[config.mk]
export PLATFORM = sky130hd
export DESIGN_NAME = largest_prime_factor_core
export DESIGN_NICKNAME = d
export VERILOG_FILES = /design/src/sv/lpf_pkg.sv /design/src/sv/lpf_div.sv /design/src/sv/largest_prime_factor_core.sv
export SDC_FILE = /design/constraint.sdc
export NUM_CORES = 1
export LEC_CHECK = 0
export BUFFER_PORTS_ARGS = -buffer_cell sky130_fd_sc_hd__buf_2
export CAP_MARGIN = 40
export CORE_ASPECT_RATIO = 0.75
export CORE_MARGIN = 3
export CORE_UTILIZATION = 41
export CTS_CLUSTER_DIAMETER = 50
export CTS_CLUSTER_SIZE = 20
export DETAILED_ROUTE_END_ITERATION = 7
export PLACE_DENSITY = 0.65
export SETUP_SLACK_MARGIN = 0.02
export SLEW_MARGIN = 10
export SYNTH_ARGS = -nofsm -noshare
export SYNTH_HDL_FRONTEND = slang
export SYNTH_SLANG_ARGS = --single-unit
[constraint.sdc]
create_clock -name clk_i -period 7.9 [get_ports clk_i]
set_input_delay 0.79 -clock clk_i [delete_from_list [all_inputs] [get_ports clk_i]]
set_output_delay 0.79 -clock clk_i [all_outputs]
set_load 0.01 [all_outputs]
[src/sv/lpf_pkg.sv]
// shared constants and types for the largest prime factor core
// no dependencies; imported by lpf_div and largest_prime_factor_core
`timescale 1ns / 1ps
`default_nettype none

package lpf_pkg;

  // width of the result word, fixed whatever the input width
  localparam int unsigned RES_WIDTH = 64;

  // status from the trial divider back to the sequencer
  typedef struct packed {
    logic done;        // one-cycle pulse, quotient and remainder valid
    logic rem_zero;    // divisor divides the dividend
    logic quo_lt_div;  // quotient below divisor, i.e. divisor squared exceeds dividend
  } lpf_div_stat_t;

endpackage

`default_nettype wire

[src/sv/lpf_div.sv]
// bit-serial restoring divider, one quotient bit per cycle
// depends on lpf_pkg for the status struct
`timescale 1ns / 1ps
`default_nettype none

module lpf_div #(
  parameter int unsigned DATA_WIDTH = 64
) (
  input  wire logic                     clk_i,
  input  wire logic                     rst_ni,
  input  wire logic                     start_i,
  input  wire logic [DATA_WIDTH-1:0]    dividend_i,
  input  wire logic [DATA_WIDTH-1:0]    divisor_i,
  output logic      [DATA_WIDTH-1:0]    quotient_o,
  output lpf_pkg::lpf_div_stat_t        stat_o
);
  import lpf_pkg::*;

  localparam int unsigned CNT_W = $clog2(DATA_WIDTH);

  logic [DATA_WIDTH-1:0] rem_q;
  logic [DATA_WIDTH-1:0] quo_q;
  logic [DATA_WIDTH-1:0] dvs_q;
  logic [CNT_W-1:0]      cnt_q;
  logic                  busy_q;
  logic                  done_q;

  logic [DATA_WIDTH:0]   shifted;
  logic [DATA_WIDTH+1:0] trial;
  logic                  fits;

  // dividend bits leave quo_q at the top while quotient bits enter at the bottom
  assign shifted = {rem_q, quo_q[DATA_WIDTH-1]};
  assign trial   = {1'b0, shifted} - {2'b00, dvs_q};
  assign fits    = ~trial[DATA_WIDTH+1];

  always_ff @(posedge clk_i) begin
    if (start_i) begin
      rem_q <= '0;
      quo_q <= dividend_i;
      dvs_q <= divisor_i;
    end else if (busy_q) begin
      rem_q <= fits ? trial[DATA_WIDTH-1:0] : shifted[DATA_WIDTH-1:0];
      quo_q <= {quo_q[DATA_WIDTH-2:0], fits};
    end
  end

  always_ff @(posedge clk_i or negedge rst_ni) begin
    if (!rst_ni) begin
      busy_q <= 1'b0;
      done_q <= 1'b0;
      cnt_q  <= '0;
    end else begin
      done_q <= 1'b0;
      if (start_i) begin
        busy_q <= 1'b1;
        cnt_q  <= CNT_W'(DATA_WIDTH - 1);
      end else if (busy_q) begin
        if (cnt_q == '0) begin
          busy_q <= 1'b0;
          done_q <= 1'b1;
        end else begin
          cnt_q <= cnt_q - CNT_W'(1);
        end
      end
    end
  end

  assign quotient_o        = quo_q;
  assign stat_o.done       = done_q;
  assign stat_o.rem_zero   = (rem_q == '0);
  assign stat_o.quo_lt_div = (quo_q < dvs_q);

  a_start_when_free: assert property (@(posedge clk_i) disable iff (!rst_ni)
    start_i |-> !busy_q)
    else $error("divider restarted while busy");

  a_done_after_last: assert property (@(posedge clk_i) disable iff (!rst_ni)
    busy_q && cnt_q == '0 && !start_i |=> done_q && !busy_q)
    else $error("divider missed its done pulse");

  a_done_idle: assert property (@(posedge clk_i) disable iff (!rst_ni)
    done_q |-> !busy_q)
    else $error("done raised while still dividing");

endmodule

`default_nettype wire

[src/sv/largest_prime_factor_core.sv]
// Largest prime factor core: trial division that divides out the smallest factor first.
//
// Input channel: in_valid_i / in_stall_o with number_i. One word is taken when valid
// is high and stall is low; stall stays high while a number is being factored.
// Output channel: out_valid_o / out_stall_i with largest_factor_o and invalid_o, held
// in an output register, so a new number is taken while a result waits there.
// A zero input gives factor 0 with invalid set; an input of one gives 1.
// Each trial division runs on the bit-serial divider.
// The number of trials is one per prime factor divided out, one per candidate passed,
// plus one to finish; candidates run up to the larger of the second largest prime
// factor and the square root of the largest. A power of two 2^k takes k + 1 trials;
// a prime near 2^64 takes about 2^31 trials. After the last trial the core passes
// through ST_FIN, which loads the output register; a zero input goes there from idle.
// When the receiver stalls the result is held stable, and a finished search waits
// in the core until the output register frees.
// Reset (rst_ni low, asynchronous) drops any number in flight and empties the output.
// Depends on lpf_pkg and lpf_div.
`timescale 1ns / 1ps
`default_nettype none

module largest_prime_factor_core #(
  parameter int unsigned DATA_WIDTH = 64
) (
  input  wire logic                          clk_i,
  input  wire logic                          rst_ni,
  input  wire logic                          in_valid_i,
  output logic                               in_stall_o,
  input  wire logic [DATA_WIDTH-1:0]         number_i,
  output logic                               out_valid_o,
  input  wire logic                          out_stall_i,
  output logic      [lpf_pkg::RES_WIDTH-1:0] largest_factor_o,
  output logic                               invalid_o
);
  import lpf_pkg::*;

  typedef enum logic [1:0] {
    ST_IDLE,
    ST_RUN,
    ST_FIN
  } state_e;

  state_e                  state_q;
  logic [DATA_WIDTH-1:0]   n_q;
  logic [DATA_WIDTH-1:0]   p_q;
  logic [DATA_WIDTH-1:0]   best_q;
  logic                    inv_q;
  logic                    out_valid_q;
  logic [RES_WIDTH-1:0]    res_q;
  logic                    res_inv_q;

  logic                    div_start;
  logic [DATA_WIDTH-1:0]   div_dividend;
  logic [DATA_WIDTH-1:0]   div_divisor;
  logic [DATA_WIDTH-1:0]   div_quotient;
  lpf_div_stat_t           div_stat;
  logic [DATA_WIDTH-1:0]   p_next;
  logic                    out_free;

  lpf_div #(
    .DATA_WIDTH (DATA_WIDTH)
  ) u_div (
    .clk_i      (clk_i),
    .rst_ni     (rst_ni),
    .start_i    (div_start),
    .dividend_i (div_dividend),
    .divisor_i  (div_divisor),
    .quotient_o (div_quotient),
    .stat_o     (div_stat)
  );

  // candidates run 2, 3, 5, 7, ...
  assign p_next   = (p_q == DATA_WIDTH'(2)) ? DATA_WIDTH'(3) : p_q + DATA_WIDTH'(2);
  assign out_free = !out_valid_q || !out_stall_i;

  always_comb begin
    div_start    = 1'b0;
    div_dividend = number_i;
    div_divisor  = DATA_WIDTH'(2);
    case (state_q)
      ST_IDLE: begin
        if (in_valid_i && number_i != '0) begin
          div_start = 1'b1;
        end
      end
      ST_RUN: begin
        if (div_stat.done) begin
          if (div_stat.rem_zero) begin
            // same candidate again on the reduced value
            div_start    = 1'b1;
            div_dividend = div_quotient;
            div_divisor  = p_q;
          end else if (!div_stat.quo_lt_div) begin
            div_start    = 1'b1;
            div_dividend = n_q;
            div_divisor  = p_next;
          end
        end
      end
      default: begin
      end
    endcase
  end

  always_ff @(posedge clk_i or negedge rst_ni) begin
    if (!rst_ni) begin
      state_q     <= ST_IDLE;
      n_q         <= '0;
      p_q         <= '0;
      best_q      <= '0;
      inv_q       <= 1'b0;
      out_valid_q <= 1'b0;
      res_q       <= '0;
      res_inv_q   <= 1'b0;
    end else begin
      // a finishing search reloads the output register itself
      if (out_valid_q && !out_stall_i && state_q != ST_FIN) begin
        out_valid_q <= 1'b0;
      end
      case (state_q)
        ST_IDLE: begin
          if (in_valid_i) begin
            if (number_i == '0) begin
              best_q  <= '0;
              inv_q   <= 1'b1;
              state_q <= ST_FIN;
            end else begin
              n_q     <= number_i;
              p_q     <= DATA_WIDTH'(2);
              best_q  <= DATA_WIDTH'(1);
              inv_q   <= 1'b0;
              state_q <= ST_RUN;
            end
          end
        end
        ST_RUN: begin
          if (div_stat.done) begin
            if (div_stat.rem_zero) begin
              n_q    <= div_quotient;
              best_q <= p_q;
            end else if (div_stat.quo_lt_div) begin
              // candidate squared exceeds what is left, so what is left is one or a prime
              if (n_q != DATA_WIDTH'(1)) begin
                best_q <= n_q;
              end
              state_q <= ST_FIN;
            end else begin
              p_q <= p_next;
            end
          end
        end
        ST_FIN: begin
          if (out_free) begin
            out_valid_q <= 1'b1;
            res_q       <= RES_WIDTH'(best_q);
            res_inv_q   <= inv_q;
            state_q     <= ST_IDLE;
          end
        end
        default: begin
          state_q <= ST_IDLE;
        end
      endcase
    end
  end

  assign in_stall_o       = (state_q != ST_IDLE);
  assign out_valid_o      = out_valid_q;
  assign largest_factor_o = res_q;
  assign invalid_o        = res_inv_q;

  a_odd_candidate: assert property (@(posedge clk_i) disable iff (!rst_ni)
    state_q == ST_RUN |-> (p_q == DATA_WIDTH'(2) || p_q[0]))
    else $error("even candidate above two");

  a_done_in_run: assert property (@(posedge clk_i) disable iff (!rst_ni)
    div_stat.done |-> state_q == ST_RUN)
    else $error("divider finished outside a search");

  a_invalid_zero: assert property (@(posedge clk_i) disable iff (!rst_ni)
    out_valid_o && invalid_o |-> largest_factor_o == '0)
    else $error("invalid word carries a factor");

  a_valid_nonzero: assert property (@(posedge clk_i) disable iff (!rst_ni)
    out_valid_o && !invalid_o |-> largest_factor_o != '0)
    else $error("valid word with zero factor");

endmodule

`default_nettype wire

# Yosys cells after proc, flatten, opt, wreduce, memory -nomap -nowiden
# Cells that the tools add are included.
[totals] register_bits=461 wordCells=112 inputBits=68 out_inout_bits=67
[classes] order_cmp=1 mux=53 addsub=3 reduce_logical=23 n_bitwise=1 n_eq_ne=17
[op_table] op="64-bit two-way mux" count=24
[op_table] op="64-bit case mux with 2 select lines" count=3
[op_table] op="64-bit logical NOT" count=2
[op_table] op="65-bit by 64-bit subtractor with 66-bit output" count=1
[op_table] op="64-bit by 2-bit adder with 64-bit output, second input constant" count=1
[op_table] op="64-bit by 2-bit equality test with 1-bit output, second input constant" count=1
[op_table] op="64-bit < comparator" count=1
[op_table] op="64-bit by 1-bit != test with 1-bit output, second input constant" count=1
[op_table] op="64-bit nonzero test" count=1
[op_table] op="6-bit two-way mux" count=3
[op_table] op="2-bit != test, second input constant" count=9
[op_table] op="1-bit two-way mux" count=15
[op_table] op="5-bit AND reduction" count=3
[op_table] op="2-bit two-way mux" count=6
[op_table] op="2-bit AND reduction" count=5
[op_table] op="6-bit logical NOT" count=1
[op_table] op="3-bit != test, second input constant" count=2
[op_table] op="2-bit case mux with 3 select lines" count=1
[op_table] op="6-bit AND reduction" count=1
[op_table] op="2-bit nonzero test" count=3
[op_table] op="6-bit by 1-bit subtractor with 6-bit output, second input constant" count=1
[op_table] op="4-bit != test, second input constant" count=1
[op_table] op="1-bit logical AND" count=3
[op_table] op="2-bit by 1-bit equality test with 1-bit output, second input constant" count=1
[op_table] op="7 further kinds" count=8

# Depth between registers and ports, before layout
[logic_depth] word_depth=7 depth_mapped=15 mapped_depth_nobuf=13

# Cells and area by module
# A second synthesis with hierarchy kept.
[unflattened] cells_unflattened=3244 hier_area_um2=29437.0
[by_module_without_submodules] mod="largest_prime_factor_core" area_each_um2=15611.2 seq_area_each_um2=6531.3 cells_each=1801 instances=1
[by_module_without_submodules] mod="lpf_div" area_each_um2=13825.8 seq_area_each_um2=5325.1 cells_each=1443 instances=1

# Worst setup path before layout
# No wires, ideal clock.
[synth_path] path_type="flip-flop to flip-flop" startpoint="register u_div.quo_q[26], in the netlist u_div.quotient_o[26]" endpoint="register u_div.quo_q[0], in the netlist u_div.quotient_o[0], enable pin" required_time_ns=7.393 setup_time_ns=0.507 period_less_slack_ns=6.095 stages_incl_launch_ff=12 path_slack_ns=1.805 n_path_buf=1 t_arrival_ns=5.588 cell_sequence="edfxtp_1 -> ha_1 -> nand4_1 -> nor4_2 -> or4b_1 -> a21oi_4 -> o21ai_1 -> and2_0 -> clkbuf_1 -> inv_2 -> nor2_1 -> a21oi_1"
[synth_via] elab_chain_len=7 word_cells_on_any_way=8 classes_between="order compare (1); eq/ne (1); mux (4); reduce/logical (2)"
[synth_lines] element="start: declaration" line_no="lpf_div.sv:22" text="logic [DATA_WIDTH-1:0] quo_q;"
[synth_lines] element="start signal: assignment" line_no="lpf_div.sv:40" text="quo_q <= dividend_i;"
[synth_lines] element="start signal: assignment" line_no="lpf_div.sv:44" text="quo_q <= {quo_q[DATA_WIDTH-2:0], fits};"
[synth_lines] element="64-bit < comparator *" line_no="lpf_div.sv:72" text="assign stat_o.quo_lt_div = (quo_q < dvs_q);"
[synth_lines] element="1-bit two-way mux *" line_no="largest_prime_factor_core.sv:92" text="end else if (!div_stat.quo_lt_div) begin"
[synth_lines] element="1-bit two-way mux *" line_no="largest_prime_factor_core.sv:87" text="if (div_stat.rem_zero) begin"
[synth_lines] element="1-bit two-way mux *" line_no="largest_prime_factor_core.sv:86" text="if (div_stat.done) begin"
[synth_lines] element="1-bit case mux with 2 select lines *" line_no="largest_prime_factor_core.sv:79" text="case (state_q)"
[synth_lines] element="4-bit != test (no line) / 2-bit nonzero test (equally long branches)"
[synth_lines] element="2-bit AND reduction (no line) *"
# Every way passes the cells marked *; elsewhere a longest branch is shown, timed or not.
# A chain may end at the register's enable or synchronous reset.

# Worst setup path in the final report
[layout_path] startpoint="register u_div.quo_q[26], in the netlist u_div.quotient_o[26]" endpoint="register u_div.quo_q[24], in the netlist u_div.quotient_o[24], enable pin"
# Same word-level chain as after synthesis.

==> qor.yml <==
outcome: "finished, final reports clean"
clk_latency_ns: 0.60
tightest_slew_ns: 0.935
start_util_pct: 41.6
finalCritPeriodShare_pct: 70.0
critPathLaunchType: "register"
hpwlAfterDp_microns: 69700
grt_pass1_vias: 23600
die_h_microns: 235
rsz0062_at_grt: "false"
switching_share_pct: 43.9
slew_headroom_pct: 37.0
syn_area_sq_um: 28700
setup_violations: 0
die_w_microns: 311
final_layout_size_suffix_gt1_share_pct: 11.3
postLayoutCoreUtil_pct: 45.8
vdd_drop_max_v: 0.000196
vias: 25700
coreArea_sq_um: 68900
seq_area_sq_um: 11900
pwr-share-seq_pct: 37.0
cts_inserted_buffers: 42
htreeDepth: 2
p_total_w: 0.0110
min_path_type: "input pin to asynchronous set/reset pin"
ys_seq_area_share_pct: 41.4
die_area_sq_um: 73100
port_buffers: 134
synth_area_leaders: "dfrtp_1 23%, edfxtp_1 13%, nand2_1 6.2%"
ant_nets: 0
ys_types: 91
n_fill_cell: 6745
nNetsFinal: 3501
multiInputGateArea_sq_um: 15500
fin_setup_tns_ns: 0
place_congestion: 0.968
synth_top_area_share_pct: 23.5
cts.clk_slew.worst_paths_ns: 0.08
finalCriticalPeriod_ns: 5.53
cts_hold_buf: 0
synthFlopType: "dfrtp_1"
cts_tree: "done"
antenna_found_initial: 1
power_frac_clock_pct: 19.9
p_leak_nw: 14.2
syn2layout_area_growth_pct: 10.0
via_per_inst: 6.00
post_cts_buffers: 0
grt_overflow: 0
p_int_w: 0.00619
cp.arrival_ns: 5.76
dr.first_iter.drc_count: 3450
p_switching_w: 0.00484
finalClockSkew_ns: 0.0407
slew_viol_final: 0
critPathKind: "register to register"
yosys_warnings: 0
track_usage_pct: 25.4
wl_per_cell_microns: 22.4
grt_max_degree: 114
synth_fp_nets: 3505
synth-edff-count: 128
yosys.area.top_type: "dfrtp_1"
fmax_ghz: 0.181
layoutNonFillerInstCount: 4274
synth_cells: 3306
totalWireLength_microns: 95600
placedCellCount: 4191
fin_hold_ws_ns: 0.244
cp-end-kind: "register"
boundaryPins: 135
power_frac_comb_pct: 43.2
rows: 83
drv_cap: 0
ctsLongestPathBuffers: 3
drtPass1Iterations: 6
grt_pass1_wl_microns: 147000
post_cts_resized: 0
ys_ff_latch: 461
critPathMaxFanout: 57
hold_viol: 0
cts.sinks: 461
p_per_area_nw_per_um2: 350
syn_avg_cell_area_sq_um: 8.67
cp.required_ns: 8.13
drc: 0
root_buffer: "clkbuf_16"
async_flop_share_pct: 58.4
[worst max-delay path: stages (launching register included)]
cell      delay [ns]
edfxtp_1        0.44
ha_1            0.33
nand4_1         0.21
nor4_2          0.56
or4b_1          0.62
a21oi_4         0.34
o21ai_4         0.08
and2_0          0.15
buf_4           0.23
inv_4           0.53
nor2_1          0.19
a21oi_4         0.72
buf_4           0.68
[cell usage after synthesis, drive strengths merged (13+ instances only)]
| library cell | number |
|---|---|
| clkbuf | 169 |
| mux2 | 71 |
| a211oi | 39 |
| dfxtp | 64 |
| edfxtp | 128 |
| nand2 | 474 |
| a21o | 39 |
| nand2b | 19 |
| buf | 63 |
| nor2 | 278 |
| nor2b | 29 |
| o21bai | 13 |
| mux2i | 142 |
| or3 | 26 |
| nor4 | 90 |
| o21ai | 321 |
| a22oi | 18 |
| and3 | 53 |
| nand3 | 65 |
| dfrtp | 269 |
| nor3 | 42 |
| a22o | 15 |
| xnor2 | 29 |
| xor2 | 24 |
| inv | 100 |
| a21oi | 328 |
| a31oi | 16 |
| or2 | 13 |
| nand4 | 55 |
| ha | 130 |
| o31ai | 42 |
| o211ai | 18 |
| and2 | 21 |
| and4 | 13 |
[logic make-up (layout without fill, tap and decap cells)]
logic type / count (synthesis) / count (layout) / synth area share [%]
adders and majority gates: 131 / 131 / 5.75
muxes: 213 / 213 / 7.75
and+or+nand+nor: 1196 / 1196 / 19.8
xor gates and xnor gates: 53 / 53 / 1.62
DFF: 461 / 461 / 41.4
buffers and inverters: 332 / 361 / 4.75
AOI/OAI and AO/OA: 920 / 920 / 18.9
other: 0 / 4 / 0
[cells in the final DEF, fill, tap and decap left out, drive strengths merged, types with 39 or more instances in the layout]
cell type	Yosys	layout
nand2	474	474
a21oi	328	328
o21ai	321	321
nor2	278	278
dfrtp	269	269
buf	63	181
mux2i	142	142
ha	130	130
edfxtp	128	128
inv	100	116
nor4	90	90
mux2	71	71
nand3	65	65
dfxtp	64	64
nand4	55	55
and3	53	53
clkbuf	169	48
o31ai	42	42
nor3	42	42
a21o	39	39
a211oi	39	39
[state kept, by name, indices dropped and copies added, names as in the netlist]
name,flops
best_q,64
largest_factor_o,64
n_q,64
p_q,64
u_div.dvs_q,64
u_div.quotient_o,64
u_div.rem_q,64
u_div.cnt_q,6
state_q,2
inv_q,1
invalid_o,1
out_valid_o,1
u_div.busy_q,1
u_div.done_q,1
[power groups by stage]
stage	Combinational (W)	Sequential (W)	Clock (W)
CTS	0.00466	0.00403	0.00223
finish	0.00476	0.00408	0.00219
global route	0.00530	0.00414	0.00232
global placement	0.00457	0.00407	0
detailed placement	0.00463	0.00408	0
floorplan	0.00354	0.00363	0
[final cells by class]
| type | count | share of cell area (%) |
|---|---|---|
| clock buffer | 47 | 3.53 |
| clock inverter | 30 | 0.980 |
| multi-input combinational | 2513 | 49.2 |
| sequential | 461 | 37.6 |
| antenna | 4 | 0.0318 |
| tap | 935 | 3.71 |
| inverter | 100 | 1.20 |
| timing repair buffer | 184 | 3.70 |
[per-layer routing]
layer / global-route usage (%) / up-vias / wire length, microns
met5: 0 / - / 0
met4: 6.22 / 0 / 2320
met3: 5.66 / 142 / 10900
met2: 35.3 / 1261 / 38800
met1: 39.5 / 12300 / 43500
li1: - / 11900 / -
[path summary, 6_finish.rpt]
path                                      startpoint                   end  slack [ns]  cells after the start
worst max-delay path            u_div.quotient_o[26]  u_div.quotient_o[24]        2.37                     12
worst min-delay path                          rst_ni  largest_factor_o[25]        0.24                      1
worst max register to register  u_div.quotient_o[26]  u_div.quotient_o[24]        2.37                     12
worst min register to register  largest_factor_o[18]  largest_factor_o[18]        0.50                      1
max in group asynchronous                     rst_ni          u_div.busy_q        6.05                      2
min in group clk_i                       out_stall_i           out_valid_o        0.48                      3
[per-stage QoR]
| stage | instance area, sq um | setup slack, ns |
|---|---|---|
| floorplan | 28700 | 1.80 |
| global placement | 29900 | 1.35 |
| detailed placement | 30100 | 2.38 |
| CTS | 31500 | 2.49 |
| global route | 31500 | 2.11 |
| finish | 31500 | 2.37 |
(Power assumes the default switching activity.)
